### src/mmp_pkg.sv
// Types and constants shared by the MIDI message parser modules.
package mmp_pkg;

   localparam logic [7:0] RealtimeFirst = 8'hF8;
   localparam logic [7:0] SysexStart    = 8'hF0;
   localparam logic [7:0] SysexEnd      = 8'hF7;
   localparam logic [7:0] OneByteFirst  = 8'hF4;
   localparam logic [7:0] TimeCode      = 8'hF1;
   localparam logic [7:0] SongPosition  = 8'hF2;
   localparam logic [7:0] SongSelect    = 8'hF3;
   localparam logic [7:0] NoStatus      = 8'h00;
   localparam logic [4:0] OmniChannel   = 5'd0;
   localparam logic [4:0] LastChannel   = 5'd16;

   localparam logic [3:0] NibNoteOff    = 4'h8;
   localparam logic [3:0] NibNoteOn     = 4'h9;
   localparam logic [3:0] NibPolyPress  = 4'hA;
   localparam logic [3:0] NibControl    = 4'hB;
   localparam logic [3:0] NibProgram    = 4'hC;
   localparam logic [3:0] NibChanPress  = 4'hD;
   localparam logic [3:0] NibPitchBend  = 4'hE;
   localparam logic [3:0] NibSystem     = 4'hF;

   localparam logic [1:0] LenOne        = 2'd1;
   localparam logic [1:0] LenTwo        = 2'd2;
   localparam logic [1:0] LenThree      = 2'd3;

   typedef struct packed {
      logic [7:0] current_status;
      logic       awaiting_second_data;
      logic       in_sysex;
      logic [6:0] held_first_data;
   } parse_state_type;

   typedef struct packed {
      logic [7:0] status_byte;
      logic [6:0] first_data;
      logic [6:0] second_data;
      logic [1:0] msg_length;
   } message_type;

   localparam parse_state_type StateReset = '{
      current_status:       NoStatus,
      awaiting_second_data: 1'b0,
      in_sysex:             1'b0,
      held_first_data:      7'd0
   };

endpackage

### src/mmp_channels.sv
// Handshake channel interfaces for received bytes and parsed messages.
interface mmp_req_if;
   logic       valid;
   logic       ready;
   logic [7:0] rx_byte;

   modport source (output valid, output rx_byte, input ready);
   modport sink (input valid, input rx_byte, output ready);
endinterface

interface mmp_rsp_if;
   logic       valid;
   logic       ready;
   logic [7:0] status_byte;
   logic [6:0] first_data;
   logic [6:0] second_data;
   logic [1:0] msg_length;

   modport source (output valid, output status_byte, output first_data,
                   output second_data, output msg_length, input ready);
   modport sink (input valid, input status_byte, input first_data,
                 input second_data, input msg_length, output ready);
endinterface

### src/mmp_decode.sv
// Combinational decode of one MIDI byte against the parser state.
module mmp_decode (
   input  logic [7:0]               rx_byte,
   input  logic [4:0]               listen_channel,
   input  mmp_pkg::parse_state_type state_cur,
   output mmp_pkg::parse_state_type state_nxt,
   output logic                     emit,
   output mmp_pkg::message_type     msg
);
   import mmp_pkg::*;

   logic [7:0] st;
   logic [4:0] chan_plus_one;
   logic       filtered;

   assign st            = state_cur.current_status;
   assign chan_plus_one = {1'b0, st[3:0]} + 5'd1;
   assign filtered      = (st < SysexStart) && (listen_channel != OmniChannel) &&
                          ((listen_channel > LastChannel) || (chan_plus_one != listen_channel));

   always_comb begin
      state_nxt = state_cur;
      emit      = 1'b0;
      msg       = '{status_byte: rx_byte, first_data: 7'd0, second_data: 7'd0,
                    msg_length: LenOne};
      priority if (rx_byte >= RealtimeFirst) begin
         emit = 1'b1;
      end else if (state_cur.in_sysex) begin
         if (rx_byte == SysexEnd) begin
            state_nxt.in_sysex = 1'b0;
         end
      end else if (rx_byte[7]) begin
         state_nxt.awaiting_second_data = 1'b0;
         priority if (rx_byte == SysexStart) begin
            state_nxt.current_status = NoStatus;
            state_nxt.in_sysex       = 1'b1;
         end else if (rx_byte >= OneByteFirst) begin
            state_nxt.current_status = NoStatus;
            emit                     = 1'b1;
         end else begin
            state_nxt.current_status = rx_byte;
         end
      end else if (st == NoStatus || filtered) begin
         state_nxt = state_cur;
      end else if (state_cur.awaiting_second_data) begin
         state_nxt.awaiting_second_data = 1'b0;
         if (st == SongPosition) begin
            state_nxt.current_status = NoStatus;
         end
         emit = 1'b1;
         msg  = '{status_byte: st, first_data: state_cur.held_first_data,
                  second_data: rx_byte[6:0], msg_length: LenThree};
      end else begin
         unique case (st[7:4])
            NibNoteOff, NibNoteOn, NibPolyPress, NibControl, NibPitchBend: begin
               state_nxt.held_first_data      = rx_byte[6:0];
               state_nxt.awaiting_second_data = 1'b1;
            end
            NibProgram, NibChanPress: begin
               emit = 1'b1;
               msg  = '{status_byte: st, first_data: rx_byte[6:0], second_data: 7'd0,
                        msg_length: LenTwo};
            end
            NibSystem: begin
               priority if (st == SongPosition) begin
                  state_nxt.held_first_data      = rx_byte[6:0];
                  state_nxt.awaiting_second_data = 1'b1;
               end else if (st == TimeCode || st == SongSelect) begin
                  state_nxt.current_status = NoStatus;
                  emit = 1'b1;
                  msg  = '{status_byte: st, first_data: rx_byte[6:0], second_data: 7'd0,
                           msg_length: LenTwo};
               end else begin
                  state_nxt.current_status = NoStatus;
               end
            end
            default: begin
               state_nxt.current_status = NoStatus;
            end
         endcase
      end
   end

endmodule

### src/midi_message_parser.sv
// Top level of the MIDI byte-stream parser with running status.
//
// The req_ch channel takes one raw received MIDI byte per item. The rsp_ch
// channel gives one item per completed message: status byte, up to two data
// bytes and the message length. Real-time bytes come out as one-byte messages
// without disturbing a message in progress, and system exclusive data is
// skipped until its end byte. The csr port sets the listen channel, where
// zero accepts every channel; write it only while the block is idle.
//
// Each byte is decoded combinationally against the parser state, and a
// message it completes appears in the output register in the following
// cycle. One byte is accepted every cycle while the receiver takes results.
// When a result waits and rsp_ch.ready is low, req_ch.ready drops until
// that result is taken; nothing is dropped or repeated.
//
// Reset clears running status, the sysex flag, the pending data byte, the
// listen channel and the output valid flag. The block is ready on the first
// cycle after reset.
module midi_message_parser (
   input  logic       clock,
   input  logic       reset,
   mmp_req_if.sink    req_ch,
   mmp_rsp_if.source  rsp_ch,
   input  logic       csr_we,
   input  logic [4:0] csr_wdata
);
   import mmp_pkg::*;

   parse_state_type state_ff;
   parse_state_type state_in;
   parse_state_type state_nxt;
   message_type     msg_ff;
   message_type     msg_in;
   message_type     dec_msg;
   logic            rsp_valid_ff;
   logic            rsp_valid_in;
   logic [4:0]      listen_ff;
   logic [4:0]      listen_in;
   logic            dec_emit;
   logic            accept;

   mmp_decode u_decode (
      .rx_byte        (req_ch.rx_byte),
      .listen_channel (listen_ff),
      .state_cur      (state_ff),
      .state_nxt      (state_nxt),
      .emit           (dec_emit),
      .msg            (dec_msg)
   );

   assign req_ch.ready = !rsp_valid_ff || rsp_ch.ready;
   assign accept       = req_ch.valid && req_ch.ready;

   assign state_in     = accept ? state_nxt : state_ff;
   assign msg_in       = (accept && dec_emit) ? dec_msg : msg_ff;
   assign rsp_valid_in = accept ? dec_emit : (rsp_valid_ff && !rsp_ch.ready);
   assign listen_in    = csr_we ? csr_wdata : listen_ff;

   always_ff @(posedge clock) begin
      if (reset) begin
         state_ff     <= StateReset;
         rsp_valid_ff <= 1'b0;
         listen_ff    <= OmniChannel;
      end else begin
         state_ff     <= state_in;
         rsp_valid_ff <= rsp_valid_in;
         listen_ff    <= listen_in;
      end
   end

   always_ff @(posedge clock) begin
      msg_ff <= msg_in;
   end

   assign rsp_ch.valid       = rsp_valid_ff;
   assign rsp_ch.status_byte = msg_ff.status_byte;
   assign rsp_ch.first_data  = msg_ff.first_data;
   assign rsp_ch.second_data = msg_ff.second_data;
   assign rsp_ch.msg_length  = msg_ff.msg_length;

   a_pending_has_status: assert property (@(posedge clock) disable iff (reset)
      state_ff.awaiting_second_data |-> (state_ff.current_status != NoStatus))
      else $error("pending data byte without running status");

   a_sysex_clears_status: assert property (@(posedge clock) disable iff (reset)
      state_ff.in_sysex |-> (state_ff.current_status == NoStatus &&
                             !state_ff.awaiting_second_data))
      else $error("sysex entered with running status left set");

   a_result_is_status: assert property (@(posedge clock) disable iff (reset)
      rsp_valid_ff |-> (msg_ff.status_byte[7] && msg_ff.msg_length != 2'd0))
      else $error("result without a status byte or length");

   a_one_byte_no_data: assert property (@(posedge clock) disable iff (reset)
      (rsp_valid_ff && msg_ff.msg_length == LenOne) |->
         (msg_ff.first_data == 7'd0 && msg_ff.second_data == 7'd0))
      else $error("one-byte message carries data");

endmodule

### src/flat_wrapper.sv
// flat-port wrapper written by rule: the top's interface ports become plain ports
module midi_message_parser_flat import mmp_pkg::*;
  (clock, reset, csr_we, csr_wdata, req_ch_valid, req_ch_rx_byte, req_ch_ready, rsp_ch_valid, rsp_ch_status_byte, rsp_ch_first_data, rsp_ch_second_data, rsp_ch_msg_length, rsp_ch_ready);
  mmp_req_if req_ch_i ();
  mmp_rsp_if rsp_ch_i ();
  input  logic clock;
  input  logic reset;
  input  logic csr_we;
  input  logic [4:0] csr_wdata;
  input wire logic [$bits(req_ch_i.valid)-1:0] req_ch_valid;
  input wire logic [$bits(req_ch_i.rx_byte)-1:0] req_ch_rx_byte;
  output wire logic [$bits(req_ch_i.ready)-1:0] req_ch_ready;
  output wire logic [$bits(rsp_ch_i.valid)-1:0] rsp_ch_valid;
  output wire logic [$bits(rsp_ch_i.status_byte)-1:0] rsp_ch_status_byte;
  output wire logic [$bits(rsp_ch_i.first_data)-1:0] rsp_ch_first_data;
  output wire logic [$bits(rsp_ch_i.second_data)-1:0] rsp_ch_second_data;
  output wire logic [$bits(rsp_ch_i.msg_length)-1:0] rsp_ch_msg_length;
  input wire logic [$bits(rsp_ch_i.ready)-1:0] rsp_ch_ready;
  assign req_ch_i.valid = req_ch_valid;
  assign req_ch_i.rx_byte = req_ch_rx_byte;
  assign req_ch_ready = req_ch_i.ready;
  assign rsp_ch_valid = rsp_ch_i.valid;
  assign rsp_ch_status_byte = rsp_ch_i.status_byte;
  assign rsp_ch_first_data = rsp_ch_i.first_data;
  assign rsp_ch_second_data = rsp_ch_i.second_data;
  assign rsp_ch_msg_length = rsp_ch_i.msg_length;
  assign rsp_ch_i.ready = rsp_ch_ready;
  midi_message_parser u_core (.clock(clock), .reset(reset), .req_ch(req_ch_i), .rsp_ch(rsp_ch_i), .csr_we(csr_we), .csr_wdata(csr_wdata));
endmodule
### config.mk
export PLATFORM = sky130hd
export DESIGN_NAME = midi_message_parser_flat
export DESIGN_NICKNAME = d
export VERILOG_FILES = /design/src/mmp_pkg.sv /design/src/mmp_channels.sv /design/src/mmp_decode.sv /design/src/midi_message_parser.sv /design/src/flat_wrapper.sv
export SDC_FILE = /design/constraint.sdc
export NUM_CORES = 1
export LEC_CHECK = 0
export ABC_AREA = 1
export BUFFER_PORTS_ARGS = -buffer_cell sky130_fd_sc_hd__buf_2
export CAP_MARGIN = 10
export CORE_MARGIN = 1
export CORE_UTILIZATION = 52
export DETAILED_ROUTE_END_ITERATION = 8
export GPL_TIMING_DRIVEN = 0
export PLACE_DENSITY = 0.83
export SETUP_SLACK_MARGIN = 0.4
export SLEW_MARGIN = 30
export SYNTH_ARGS = -nofsm -noshare
export SYNTH_HDL_FRONTEND = slang
export SYNTH_HIERARCHICAL = 1
export SYNTH_SLANG_ARGS = --single-unit
### constraint.sdc
create_clock -name clock -period 3.72 [get_ports clock]
set_input_delay 0.744 -clock clock [delete_from_list [all_inputs] [get_ports clock]]
set_output_delay 0.744 -clock clock [all_outputs]
set_load 0.005 [all_outputs]
**After elaboration in Yosys (flattened, before gate mapping)**

Index checks and enable logic that the tools add are counted.

- Flip-flop bits (word level): 47
- Bits of input ports: 18

- Multiplexer cells: 34
- Equal/unequal tests: 19
- Magnitude comparators: 4
- Bitwise operators: 5
- Reductions and logical operators: 23
- $add $sub $neg: 1

Operators with widths:

| cell | count |
|---|---|
| 24-bit 2-to-1 mux | 7 |
| 24-bit case mux with 2 select lines | 1 |
| 8-bit equality test, second input constant | 5 |
| 4-bit equality test, second input constant | 8 |
| 8-bit 2-to-1 mux | 4 |
| 9-bit 2-to-1 mux | 2 |
| 8-bit >= comparator, second input constant | 2 |
| 8-bit case mux with 2 select lines | 1 |
| 1-bit 2-to-1 mux | 14 |
| 7-bit case mux with 2 select lines | 1 |
| 10-bit 2-to-1 mux | 1 |
| 5-bit OR reduction | 2 |
| 8-bit logical NOT | 1 |
| 8-bit < comparator, second input constant | 1 |
| 8-bit AND reduction | 1 |
| 7-bit 2-to-1 mux | 1 |
| 7-bit AND reduction | 1 |
| 7-bit OR reduction | 1 |
| 4-bit by 1-bit adder with 5-bit output, second input constant | 1 |
| 5-bit > comparator, second input constant | 1 |
| 1-bit logical AND | 5 |
| 5-bit inequality test | 1 |
| 1-bit inverter | 5 |
| 5-bit nonzero test | 1 |
| other kinds (12) | 18 |

**Depth between registers and ports, before layout**

- Depth in word-level cells: 11
- Gate-level depth with buffers: 19
- Gate-level depth less buffers: 19

**Cells and area by module**

Netlist, hierarchy kept.

Modules (own cells, without submodules):

| module | instances | area an instance (um^2) | cells an instance |
|---|---|---|---|
| midi_message_parser | 1 | 1741.7 | 167 |
| mmp_decode | 1 | 1311.3 | 271 |

**Least setup slack after synthesis**

Ideal clock, no wire load.

- Path type: reg-to-reg
- From: reg u_core/state_ff[9] (netlist bit)
- To: reg u_core.msg_ff, in the netlist u_core/rsp_ch.first_data[0], enable pin
- Stages on the path, launching flop included: 14
- Clock period less this slack: 3067 ps
- Setup slack: 653 ps
- Arrival: 2662 ps
- Setup time: 405 ps
- Cell sequence: dfxtp_1 -> inv_1 -> ha_1 -> nand2_1 -> nand2_1 -> nor2_1 -> nand2_1 -> nor2_2 -> nand2_2 -> nand2_4 -> nand2_4 -> a21oi_1 -> inv_1 -> nor2_1

- Word-level cells in the longest chain between the ends: 11

RTL lines:

| item | RTL line | RTL |
|---|---|---|
| start: declaration | midi_message_parser.sv:29 | `parse_state_type state_ff;` |
| start signal: assignment | midi_message_parser.sv:61 | `state_ff <= StateReset;` |
| start signal: assignment | midi_message_parser.sv:65 | `state_ff <= state_in;` |
| 8-bit equality test | mmp_decode.sv:68 | `end else if (st == TimeCode \|\| st == SongSelect) begin` |
| 1-bit logical OR | mmp_decode.sv:68 |  |
| 1-bit 2-to-1 mux | mmp_decode.sv:68 |  |
| 1-bit 2-to-1 mux | mmp_decode.sv:65 | `priority if (st == SongPosition) begin` |
| 1-bit case mux with 2 select lines | mmp_decode.sv:54 | `unique case (st[7:4])` |
| 1-bit 2-to-1 mux | mmp_decode.sv:45 | `end else if (state_cur.awaiting_second_data) begin` |
| 1-bit 2-to-1 mux (*) | mmp_decode.sv:43 | `end else if (st == NoStatus \|\| filtered) begin` |
| 1-bit 2-to-1 mux (*) | mmp_decode.sv:32 | `end else if (rx_byte[7]) begin` |
| 1-bit 2-to-1 mux (*) | mmp_decode.sv:28 | `end else if (state_cur.in_sysex) begin` |
| 1-bit 2-to-1 mux (*) | mmp_decode.sv:26 | `priority if (rx_byte >= RealtimeFirst) begin` |
| net u_core.dec_emit | midi_message_parser.sv:39 | `logic dec_emit;` |
| 1-bit logical AND (*) | midi_message_parser.sv:55 | `assign msg_in = (accept && dec_emit) ? dec_msg : msg_ff;` |
| end signal: assignment | midi_message_parser.sv:72 | `msg_ff <= msg_in;` |
| end: declaration | midi_message_parser.sv:32 | `message_type msg_ff;` |

The timed path passes the listed nets; every way through them passes the cells marked *.
A chain may end at the register's enable or synchronous reset.

**Worst setup path after layout**

- From: reg u_core/state_ff[9] (netlist bit)
- To: reg u_core.msg_ff, in the netlist u_core/rsp_ch.status_byte[1], enable pin

Same word-level chain as after synthesis.

==> flow_metrics.py <==
metrics = {
    "layout": {
        "final_common_cell": "nand2_1",
        "final_util": 0.6247,
        "fillers": 522,
        "area_delta_synth_final_pct": 14.06,
        "mostFrequentLayoutCells": "nand2_1 (91), inv_1 (62), nor2_1 (57), nand3_1 (48), buf_2 (45)",
        "nets": 510,
        "antenna_cells": 0,
        "drive_gt1_frac": 0.1738,
    },
    "timing": {
        "hold_viol_final": 0,
        "setup_viol": 0,
        "fin_crit_sh": 0.7928,
        "period_needed_ns": 2.949,
        "rsz0062_at_grt": "no",
        "finalSetupTns_ns": 0,
        "fin_skew_ns": 0.01261,
        "postLayoutSetupSlackWorst_ns": 0.7709,
        "fmaxAchievable_mhz": 339.1,
        "worst_pin_slew_ns": 0.6957,
        "relSlewSlack": 0.5321,
        "drv_slew": 0,
    },
    "worst_hold_path": {
        "worstHoldStart": "u_core/state_ff[14]$_SDFFE_PP0P_",
        "hold_path.class": "reg -> reg",
    },
    "floorplan": {
        "die-area_mm2": 0.006181,
        "die_w_um": 78.62,
        "initial_utilization": 0.5477,
        "core_mm2": 0.005574,
        "row_count": 27,
        "io_pins": 44,
        "die_y_um": 78.62,
    },
    "synth": {
        "synthXorXnorAreaFrac": 0,
        "syn_area_per_cell_um2": 6.970,
        "synthCells": 438,
        "synthesis.area_mm2": 0.003053,
        "synth_fa_ha_area_frac": 0.01639,
        "syn-num-nets": 460,
        "ys_seq_area_frac": 0.3869,
        "synth_flop_cell": "edfxtp_1",
        "synth-simple-area-share": 0.3307,
        "ys_seq_elements": 47,
        "yosys_warnings": 6,
        "synthMuxAreaShare": 0,
        "ys_types": 36,
        "synth_edf_count": 24,
        "synth_top_family_by_area": "simple AND/OR/NAND/NOR gates",
        "synth_compound_area_frac": 0.1381,
        "async_flop_share": 0,
    },
    "clock_tree": {
        "clk_latency_ns": 0.30,
        "cts.repair.resized": 0,
        "ctsHoldBuffers": 0,
        "htree_levels": 2,
        "root_buffer": "clkbuf_8",
        "ctsLongestPathBuffers": 2,
        "cts_tree": "yes",
        "cts_setup_buffers": 0,
        "clk_pin_slew_ns": 0.10,
        "cts_buffers": 5,
        "cts.sinks": 47,
    },
    "routing": {
        "route.final.wire_length_um": 7733,
        "dr.pass1.iters": 5,
        "routedWlPerCell_um": 13.78,
        "ant_nets": 0,
        "via_per_inst": 5.414,
        "drt_iter0_drc": 280,
        "via_count": 3037,
        "drc": 0,
    },
    "flow_run": {
        "cap_viol_max_count": 0,
    },
    "critical_path": {
        "cp_slowest_stage_delay_ns": 0.54,
        "path_class": "reg -> reg",
        "worstPathCellList": "inv_1 > ha_1 > inv_1 > nand2_1 > nand2_1 > nor2_1 > nand2_1 > nor2_2 > nand2_2 > nand2_4 > nand2_4 > a21oi_1 > inv_1 > nor2_2 > buf_6",
        "critPathMaxFanout": 16,
        "r2r-start": "u_core/state_ff[9]$_SDFFE_PP0P_",
        "setup.worst_path.end_class": "flip-flop",
        "crit_arrival_ns": 2.96,
        "worst_setup_path_start_kind": "flip-flop",
        "required_ns": 3.73,
        "path_buf_inv": 4,
        "cp_slowest_cell": "dfxtp_1",
        "crit_family": "simple AND/OR/NAND/NOR gates",
        "crit_path_start": "u_core/state_ff[9]$_SDFFE_PP0P_",
    },
    "power_and_ir_drop": {
        "power_w": 0.001275,
        "power_density_mw_per_mm2": 366.0,
        "power.leakage_nw": 1.651,
        "vdd_drop_max_mv": 0.2106,
    },
    "placement": {
        "place_hpwl_um": 5861,
        "portBuffers": 42,
        "place_congestion": 0.9494,
        "pre_cts_ws_ns": 0.7839,
    },
    "global_routing": {
        "antenna_found_initial": 0,
        "grt_use_total": 0.2587,
        "grt_pass1_vias": 2630,
        "grt_max_degree": 17,
        "grt_pass1_wl_um": 12410,
        "globalRoute.totalOverflow": 0,
    },
    "run_status": {
        "status": "completed",
    },
}
[flip-flops by register name (all words and copies together), names as in the netlist]
name,cells
u_core/rsp_ch.status_byte,8
u_core/listen_ff,5
u_core/rsp_ch.valid,1
u_core/rsp_ch.first_data,7
u_core/rsp_ch.msg_length,2
u_core/state_ff,17
u_core/rsp_ch.second_data,7
[metal layers]
metal / routed length [µm] / vias to the layer above / track usage
met5: 0 / - / 0
met4: 240 / 0 / 0.1148
met3: 517 / 20 / 0.03953
met2: 3561 / 148 / 0.4287
met1: 3414 / 1348 / 0.3316
li1: - / 1521 / -
[cells by family after synthesis]
group,after synthesis
simple gates,223
buf+inv,86
compound gates,78
flops,47
fa+ha+maj,4
[synthesized netlist by cell type (all sizes together), types with 3 or more instances]
master	n	area (µm²)
nand2	99	411.6
inv	67	251.5
nor2	62	261.5
nand3	49	250.2
o21ai	38	190.2
a21oi	26	130.1
edfxtp	24	720.7
dfxtp	23	460.4
buf	15	123.9
nand4	7	50.05
ha	4	50.05
o211ai	4	30.03
a31oi	3	18.77
clkbuf	3	11.26
nor3	3	15.01
[area by class of cell]
class	count	area [µm²]	area share
Sequential cell	47	1181	0.3392
Timing Repair Buffer	43	221.5	0.06360
Multi-Input combinational cell	305	1484	0.4262
Tap cell	72	90.09	0.02587
Clock inverter	3	46.29	0.01330
Buffer	18	135.1	0.03881
Clock buffer	5	68.82	0.01976
Inverter	68	255.2	0.07330
[final timing paths]
check | depth (start not counted) | to | slack (ns)
hold / removal | 2 | u_core/state_ff[14]$_SDFFE_PP0P_ | 0.49
setup / recovery | 15 | u_core/rsp_ch.status_byte[1]$_DFFE_PP_ | 0.77
setup reg to reg | 15 | u_core/rsp_ch.status_byte[1]$_DFFE_PP_ | 0.77
hold reg to reg | 2 | u_core/state_ff[14]$_SDFFE_PP0P_ | 0.49
[per-stage QoR]
stage,area [µm²],hold slack (ns),cells
floorplan,3053,0.4462,438
global placement,3353,0.4601,552
detailed placement,3367,0.4641,553
CTS,3482,0.4887,561
global route,3482,0.5144,561
finish,3482,0.4905,561
[where the power goes]
| part | switching, W | internal (W) | total [W] |
|---|---|---|---|
| Combinational | 0.000187 | 0.000102 | 0.000289 |
| Clock | 0.000179 | 0.000202 | 0.000381 |
| Sequential | 0.0000287 | 0.000575 | 0.000604 |
| Total | 0.000395 | 0.000880 | 0.00127 |
[tightest hold or removal path, delay by kind of cell, from the launching register on]
kind             cells  cell delay (ns)
AND/OR/NAND/NOR      1             0.08
AO/OA/AOI/OAI        1             0.04
flip-flops           1             0.34
Note: power is estimated with default switching activity, not from simulation.
